===== src/rtl/tufsm_pkg.sv =====
// ----------------------------------------------------------------------------
// tufsm_pkg
// Shared types and constants of the tcp/udp flow session matcher.
// ----------------------------------------------------------------------------
package tufsm_pkg;

  localparam int STRICT_ENTRIES = 512;
  localparam int LOOSE_ENTRIES  = 256;

  localparam int S_IDX_W = (STRICT_ENTRIES > 1) ? $clog2(STRICT_ENTRIES) : 1;
  localparam int L_IDX_W = (LOOSE_ENTRIES > 1) ? $clog2(LOOSE_ENTRIES) : 1;
  localparam int S_CNT_W = $clog2(STRICT_ENTRIES + 1);
  localparam int L_CNT_W = $clog2(LOOSE_ENTRIES + 1);
  localparam int SCAN_W  = (S_CNT_W > L_CNT_W) ? S_CNT_W : L_CNT_W;

  localparam logic [7:0] PROTO_TCP = 8'd6;
  localparam logic [7:0] PROTO_UDP = 8'd17;

  typedef enum logic [2:0] {
    ST_IGNORED   = 3'd0,
    ST_SYN_NEW   = 3'd1,
    ST_STRICT    = 3'd2,
    ST_LOOSE_C2S = 3'd3,
    ST_LOOSE_S2C = 3'd4,
    ST_MID_NEW   = 3'd5,
    ST_UNMATCHED = 3'd6,
    ST_UDP       = 3'd7
  } flow_status_t;

  typedef struct packed {
    logic [31:0] src_ip;
    logic [31:0] dst_ip;
    logic [15:0] src_l4;
    logic [15:0] dst_l4;
    logic [7:0]  proto;
    logic        syn_flag;
    logic        ack_flag;
  } in_item_t;

  typedef struct packed {
    flow_status_t status;
    logic [31:0]  cli_addr;
    logic [31:0]  srv_addr;
    logic [15:0]  cli_l4;
    logic [15:0]  srv_l4;
    logic         src_is_cli;
    logic         table_full;
  } out_item_t;

  typedef enum logic [2:0] {
    S_IDLE, S_SSCAN, S_LSCAN, S_WR_S1, S_WR_S2, S_WR_L, S_RESULT, S_HOLD
  } fsm_state_t;

  typedef struct packed {
    logic load;
    logic scan_rst;
    logic scan_s;
    logic scan_l;
    logic wr_s1;
    logic wr_s2;
    logic wr_l;
    logic emit;
  } dp_cmd_t;

  typedef struct packed {
    logic scan_done;
    logic is_tcp;
    logic need_ins;
  } dp_stat_t;

endpackage


===== src/rtl/tufsm_ctrl.sv =====
// ----------------------------------------------------------------------------
// tufsm_ctrl
// Sequencer: strict scan, loose scan, up to three inserts, then the result; non-tcp items skip to the result.
// ----------------------------------------------------------------------------
module tufsm_ctrl import tufsm_pkg::*; (
  input  logic     clk,
  input  logic     rst,
  input  logic     in_valid,
  output logic     in_stall,
  output logic     out_valid,
  input  logic     out_stall,
  output dp_cmd_t  cmd,
  input  dp_stat_t stat
);

  fsm_state_t state, state_next;

  always_ff @(posedge clk) begin
    if (rst) begin
      state <= S_IDLE;
    end else begin
      state <= state_next;
    end
  end

  always_comb begin
    state_next = state;
    cmd        = '0;
    in_stall   = 1'b1;
    out_valid  = 1'b0;
    case (state)
      S_IDLE: begin
        in_stall = 1'b0;
        if (in_valid) begin
          cmd.load   = 1'b1;
          state_next = S_SSCAN;
        end
      end
      S_SSCAN: begin
        if (!stat.is_tcp) begin
          state_next = S_RESULT;
        end else begin
          cmd.scan_s = 1'b1;
          if (stat.scan_done) begin
            cmd.scan_rst = 1'b1;
            state_next   = S_LSCAN;
          end
        end
      end
      S_LSCAN: begin
        cmd.scan_l = 1'b1;
        if (stat.scan_done) begin
          state_next = stat.need_ins ? S_WR_S1 : S_RESULT;
        end
      end
      S_WR_S1: begin
        cmd.wr_s1  = 1'b1;
        state_next = S_WR_S2;
      end
      S_WR_S2: begin
        cmd.wr_s2  = 1'b1;
        state_next = S_WR_L;
      end
      S_WR_L: begin
        cmd.wr_l   = 1'b1;
        state_next = S_RESULT;
      end
      S_RESULT: begin
        cmd.emit   = 1'b1;
        state_next = S_HOLD;
      end
      S_HOLD: begin
        out_valid = 1'b1;
        if (!out_stall) begin
          state_next = S_IDLE;
        end
      end
      default: begin
        state_next = S_IDLE;
      end
    endcase
  end

endmodule


===== config.mk =====
export PLATFORM = sky130hd
export DESIGN_NAME = tufsm_ctrl
export DESIGN_NICKNAME = d
export VERILOG_FILES = /design/src/rtl/tufsm_pkg.sv /design/src/rtl/tufsm_ctrl.sv
export SDC_FILE = /design/constraint.sdc
export NUM_CORES = 1
export LEC_CHECK = 0
export CELL_PAD_IN_SITES_DETAIL_PLACEMENT = 0
export CELL_PAD_IN_SITES_GLOBAL_PLACEMENT = 1
export CORE_AREA = 2 2 39 41
export CTS_CLUSTER_DIAMETER = 200
export DETAILED_ROUTE_END_ITERATION = 10
export DIE_AREA = 0 0 41 43
export DONT_BUFFER_PORTS = 1
export PLACE_DENSITY = 0.47
export SLEW_MARGIN = 20
export SYNTH_ARGS = -nofsm -noshare
export SYNTH_HDL_FRONTEND = slang
export SYNTH_SLANG_ARGS = --single-unit

===== constraint.sdc =====
create_clock -name clk -period 1.6 [get_ports clk]
set_clock_uncertainty 0.05 [all_clocks]
set_input_delay 0.48 -clock clk [delete_from_list [all_inputs] [get_ports clk]]
set_output_delay 0.48 -clock clk [all_outputs]
set_load 0.02 [all_outputs]

# [After elaboration in Yosys (flattened, before gate mapping)]
# Index checks and enable logic that the tools add are counted.
[totals] register_bits=3 output_inout_bits=10
[op_classes] n_reduce_logical=2 n_mux=19 n_eq_ne=11
[ops] operator="$pmux W3 S8" n=1
[ops] operator="$mux W3" n=6
[ops] operator="$eq A3 B3 Y1 const B" n=4
[ops] operator="$mux W1" n=10
[ops] operator="$eq A3 B2 Y1 const B" n=2
[ops] operator="$ne A2 B2 Y1 const B" n=3
[ops] operator="$mux W2" n=2
[ops] operator="$reduce_and A4 Y1" n=1
[ops] operator="$eq A3 B1 Y1 const B" n=1
[ops] operator="$logic_not A3 Y1" n=1
[ops] operator="$ne A3 B3 Y1 const B" n=1

# [Logic depth before layout (Yosys ltp)]
# Gate-level depths: netlist of run 1.
[depth] ltp_word=3 mapped_depth=4 ltp_nobuf=3

# [Worst setup path before layout of run 1]
# No wires, ideal clock.
[synth_timing] path_type="register -> output" from="register state[2]" to="output cmd[7] in the netlist's numbering" stages_incl_launch_ff=4 setup_slack_ps=-124 path_buffers=1 t_required_ps=1070 arrival_time_ps=1194 path_cell_list="dfxtp_1 > buf_6 > or3_1 > nor2_1"
[synth_lines] item="start, declared" line_no="tufsm_ctrl.sv:16" text="fsm_state_t state, state_next;"
[synth_lines] item="start signal, assigned" line_no="tufsm_ctrl.sv:22" text="state <= state_next;"
[synth_lines] item="end, declared" line_no="tufsm_ctrl.sv:12" text="output dp_cmd_t cmd,"

==> results.py, run 1 <==
metrics = {
    "run_status": {
        "outcome": "complete, but fails checks",
        "violations": "setup timing",
    },
    "cts": {
        "clk_transition_reported_paths_ns": 0.04,
        "numCtsBuffers": 3,
        "clock_sinks": 3,
        "holdBufCountCts": 0,
        "clkLatencyLatePin_ns": 0.24,
        "cts_buffer_depth": 2,
        "htreeDepth": 1,
        "cts_tree": "built",
        "cts_root_buf": "clkbuf_4",
    },
    "cells_and_area": {
        "final_common_cell": "buf_4",
        "final_layout_size_suffix_gt1_share_pct": 67.3,
        "largest_reg_flops": 3,
        "num_antenna_cells": 0,
        "area_growth_pct": 88.7,
        "max_flop_register": "state",
        "layout_common_cells": "buf_4 (12), buf_6 (6), inv_1 (4), clkbuf_4 (3), dfxtp_4 (3)",
        "top_regs": "state (3)",
        "nNetsFinal": 63,
    },
    "synthesis": {
        "synth-main-ff-cell": "dfxtp_1",
        "postSynthAreaPerCell_um2": 7.37,
        "postSynthCellCount": 36,
        "yosysUniqueCellTypes": 22,
        "yosysSeqAreaShare_pct": 22.6,
        "synth_edf_count": 0,
        "yosysWarnings": 0,
        "yosys_register_bits": 3,
        "netlist_area_um2": 265,
        "async_reset_ff_share_pct": 0,
        "synth_nets": 43,
    },
    "global_route": {
        "grt-ovfl-total": 0,
        "grt_pass1_wl_mm": 1.24,
        "antenna_found_initial": 0,
        "track_usage_pct": 10.6,
        "first_global_vias": 320,
        "grt_max_degree": 10,
    },
    "timing": {
        "period_share_pct": 104,
        "fin_crit_ns": 1.67,
        "setup_violations": 3,
        "finalWorstSetupSlack_ns": -0.0675,
        "slew_violations": 0,
        "worst_pin_slew_ns": 0.394,
        "rsz0062_at_grt": "true",
        "hold_viol_final": 0,
        "fin_hold_ws_ns": 0.263,
        "relSlewSlack_pct": 73.5,
        "fmax_mhz": 600,
    },
    "critical_path": {
        "path_class": "reg2out",
        "critPathTopFamily": "simple AND/OR/NAND/NOR gates",
        "reg2reg_slack_ns": 0.17,
        "required_ns": 1.07,
        "cp-end-kind": "output port",
        "r2r-start": "state[0]$_SDFFE_PP0P_",
        "critPathSlowestCell": "or3_4",
        "worstPathArrival_ns": 1.14,
        "max_stage_delay_ns": 0.39,
        "timing.rr.end": "state[0]$_SDFFE_PP0P_",
        "worstPathMaxFanout": 5,
        "crit_chain": "or3_4 > nor2_4",
        "cp-start-kind": "register",
        "ff2ff_path_depth": 5,
        "worst-path-buf-inv": 0,
    },
    "hold_path": {
        "hold_start": "rst",
        "min_path_cells": 1,
        "holdPathEnd": "state[2]$_SDFFE_PP0P_",
        "hold_path.class": "in2reg",
    },
    "drt": {
        "routed_wl_um": 923,
        "wire_per_inst_um": 13.0,
        "num_vias": 377,
        "drtPass1Iterations": 4,
        "drt_iter0_markers": 10,
        "drc": 0,
        "antenna_left": 0,
        "post_drt_via_cell_ratio": 5.31,
    },
    "placement": {
        "gp_congestion": 0.776,
        "hpwl_um": 621,
        "portBuffers": 0,
    },
    "floorplan": {
        "fp-row-count": 14,
        "die_w_um": 41,
        "ioPinCount": 17,
        "die_area_mm2": 0.00176,
        "start_util_pct": 19.2,
        "chipHeight_um": 43,
        "core_area_mm2": 0.00138,
    },
    "power": {
        "total_power_uw": 962,
        "leakagePower_uw": 0.000222,
        "p_per_area_mw_per_mm2": 1920,
        "worst_ir_drop_vdd_mv": 0.911,
    },
    "flow_run": {
        "drv_cap": 0,
    },
}
==> timing repair <==
| action | in CTS | in global routing |
|---|---|---|
| setup buffers | 2 | 4 |
| gates resized for setup | 14 | 10 |
| pin swaps | 2 | 4 |
| setup endpoints to repair | 9 | 9 |
==> cell usage after synthesis, types with 2 or more instances <==
cell type	instances	area [µm²]
o21ai_0	2	10.0
inv_1	6	22.5
nor3_1	3	15.0
nor2_1	4	15.0
dfxtp_1	3	60.1
buf_6	2	22.5
==> metal layers <==
layer | global-route usage (%) | part of all wire [%] | vias up
met5 | 0 | 0 | -
met2 | 14.7 | 55 | 30
met4 | 12.0 | 2.4 | 0
li1 | - | - | 169
met1 | 12.5 | 33 | 174
met3 | 1.05 | 9.2 | 4
==> where the power goes <==
group	switching (µW)	internal, µW	leakage [µW]
clock network	41.8	93.6	0.0000150
logic	338	323	0.000181
registers	40.4	126	0.0000267
==> stage by stage <==
| stage | setup TNS (ns) | instances | setup slack (ns) | area [µm²] | utilization (%) |
|---|---|---|---|---|---|
| 2_1_floorplan | -0.00608 | 36 | -0.00608 | 275 | - |
| 3_3_place_gp | 0 | 61 | 0.113 | 358 | 25.9 |
| 3_5_place_dp | 0 | 61 | 0.122 | 358 | 25.9 |
| 4_1_cts | -0.145 | 67 | -0.0694 | 438 | 31.6 |
| 5_1_grt | -0.363 | 71 | -0.0837 | 500 | 36.2 |
| 6_report | -0.149 | 71 | -0.0675 | 500 | 36.2 |
==> kinds of logic after synthesis <==
group / synth area share, %
AOI/OAI and AO/OA: 22.2
buffers and inverters: 18.9
DFF: 22.6
and+or+nand+nor: 36.3
==> cell type report <==
cell class	instances	area (µm²)
fill	149	883
multi-input combinational	24	200
timing repair buffer	18	158
sequential	3	71.3
clock buffer	4	26.3
inverter	6	25.0
tap	16	20.0
==> worst max-delay path by stage <==
stage,cells past startpoint,endpoint,from
final,2,cmd[7],state[2]$_SDFFE_PP0P_
after global routing,2,cmd[7],state[0]$_SDFFE_PP0P_
after CTS,2,cmd[7],state[0]$_SDFFE_PP0P_
after detailed placement,3,cmd[6],state[2]$_SDFFE_PP0P_
after global placement,2,in_stall,state[0]$_SDFFE_PP0P_
after floorplan,3,cmd[7],state[2]$_SDFFE_PP0P_
No activity file was read; power rests on OpenSTA's default activity.
==> run 2, diff against run 1 <==
--- a/config.mk
+++ b/config.mk
@@ -13,6 +13,7 @@
 export DIE_AREA = 0 0 41 43
 export DONT_BUFFER_PORTS = 1
 export PLACE_DENSITY = 0.47
+export RECOVER_POWER = 50
 export SLEW_MARGIN = 20
 export SYNTH_ARGS = -nofsm -noshare
 export SYNTH_HDL_FRONTEND = slang
==> run 2 against run 1 <==
- the flow still finishes with violations (setup timing)
- clock power about the same
- core utilization decreased by 0.18 points
- critical path type unchanged
- register-to-register slack better by 0.02 ns
- global-route usage did not move
==> results.py, run 2 (synthesis gave the netlist of run 1 again) <==
metrics = {
    "cts": {
        "cts_tree": "built",
        "holdBufCountCts": 0,
        "clk_transition_reported_paths_ns": 0.04,
        "clock_sinks": 3,
        "cts_root_buf": "clkbuf_4",
        "clkLatencyLatePin_ns": 0.23,
        "htreeDepth": 1,
        "numCtsBuffers": 3,
        "cts_buffer_depth": 2,
    },
    "floorplan": {
        "die_w_um": 41,
        "chipHeight_um": 43,
        "ioPinCount": 17,
        "die_area_mm2": 0.00176,
        "fp-row-count": 14,
        "start_util_pct": 19.2,
        "core_area_mm2": 0.00138,
    },
    "hold_path": {
        "hold_path.class": "in2reg",
        "min_path_cells": 1,
    },
    "critical_path": {
        "worstPathArrival_ns": 1.14,
        "cp-end-kind": "output port",
        "required_ns": 1.07,
        "worstPathMaxFanout": 4,
        "max_stage_delay_ns": 0.40,
        "path_depth": 2,
        "cp-start-kind": "register",
        "critPathSlowestCell": "or3_4",
        "critPathTopFamily": "simple AND/OR/NAND/NOR gates",
        "worst-path-buf-inv": 0,
        "ff2ff_path_depth": 5,
        "crit_chain": "or3_4 > nor2_4",
        "reg2reg_slack_ns": 0.19,
        "path_class": "reg2out",
    },
    "timing": {
        "relSlewSlack_pct": 73.5,
        "setup_violations": 4,
        "hold_viol_final": 0,
        "slew_violations": 0,
        "worst_pin_slew_ns": 0.393,
        "period_share_pct": 104,
        "fin_crit_ns": 1.67,
        "finalWorstSetupSlack_ns": -0.0655,
        "fin_hold_ws_ns": 0.265,
        "fmax_mhz": 600,
        "rsz0062_at_grt": "true",
    },
    "cells_and_area": {
        "fin_cells": 71,
        "largest_reg_flops": 3,
        "nNetsFinal": 63,
        "top_regs": "state (3)",
        "layout_common_cells": "buf_4 (12), buf_6 (6), inv_1 (4), clkbuf_4 (3), dfxtp_4 (3)",
        "num_antenna_cells": 0,
        "final_common_cell": "buf_4",
        "final_layout_size_suffix_gt1_share_pct": 65.5,
        "area_growth_pct": 87.7,
        "max_flop_register": "state",
        "design_area_um2": 498,
    },
    "run_status": {
        "violations": "setup timing",
        "outcome": "complete, but fails checks",
    },
    "power": {
        "netSwitchingFraction_pct": 43.5,
        "clkPwrFrac_pct": 14.1,
        "combPwrFrac_pct": 68.5,
        "worst_ir_drop_vdd_mv": 0.911,
        "p_int_uw": 541,
        "p_per_area_mw_per_mm2": 1920,
        "total_power_uw": 956,
        "power_switching_uw": 416,
        "leakagePower_uw": 0.000222,
        "sequentialPowerShare_pct": 17.4,
    },
    "drt": {
        "post_drt_via_cell_ratio": 5.13,
        "antenna_left": 0,
        "routed_wl_um": 917,
        "drc": 0,
        "drt_iter0_markers": 10,
        "num_vias": 364,
        "drtPass1Iterations": 5,
        "wire_per_inst_um": 12.9,
    },
    "global_route": {
        "track_usage_pct": 10.6,
        "first_global_vias": 320,
        "grt_pass1_wl_mm": 1.24,
        "grt-ovfl-total": 0,
        "antenna_found_initial": 0,
        "grt_max_degree": 10,
    },
    "placement": {
        "dpl-instance-area_um2": 358,
        "gp_congestion": 0.776,
        "portBuffers": 0,
        "dp_slack_ns": 0.122,
        "dp.cells": 61,
        "hpwl_um": 621,
    },
    "flow_run": {
        "drv_cap": 0,
    },
}
==> run 2: timing repair <==
action | CTS | global route
buffers inserted | 2 | 4
resized for setup | 14 | 10
endpoints found under the setup margin | 9 | 9
pin swaps | 2 | 4
gates cloned | 0 | 0
==> run 2: final cells by class <==
cell class	instances	area, µm²
Fill cell	150	886
Multi-Input combinational cell	24	198
Timing Repair Buffer	18	158
Sequential cell	3	71.3
Clock buffer	4	26.3
Inverter	6	25.0
Tap cell	16	20.0
==> run 2: final timing paths <==
kind,startpoint,endpoint
worst max-delay path,state[0]$_SDFFE_PP0P_,cmd[7]
worst min-delay path,rst,state[2]$_SDFFE_PP0P_
worst max register to register,state[0]$_SDFFE_PP0P_,state[0]$_SDFFE_PP0P_
worst min register to register,state[2]$_SDFFE_PP0P_,state[2]$_SDFFE_PP0P_
==> run 2: power by group through the flow <==
stage	Sequential (µW)	Combinational, µW	Clock [µW]
floorplan	127	333	0
global placement	143	474	0
detailed placement	140	477	0
CTS	151	559	139
global route	170	704	142
finish	166	656	135
==> run 2: routing by layer <==
metal / vias up / global-route usage (%) / wire, µm
met5: - / 0 / 0
met4: 0 / 12.0 / 16
met3: 5 / 1.05 / 83
met2: 27 / 14.7 / 510
met1: 163 / 12.5 / 306
li1: 169 / - / -
==> run 2: worst reg2reg max path, cell delays in order (launching register included) <==
cell and delay, ns:
dfxtp_4 0.34, buf_4 0.13, buf_4 0.14, nor4_1 0.40, o311ai_1 0.15, o41ai_1 0.08
==> run 2: metrics by stage <==
stage | util (%) | setup TNS, ns
2_1_floorplan | - | -0.00608
3_3_place_gp | 25.9 | 0
3_5_place_dp | 25.9 | 0
4_1_cts | 31.6 | -0.145
5_1_grt | 36.0 | -0.456
6_report | 36.0 | -0.159
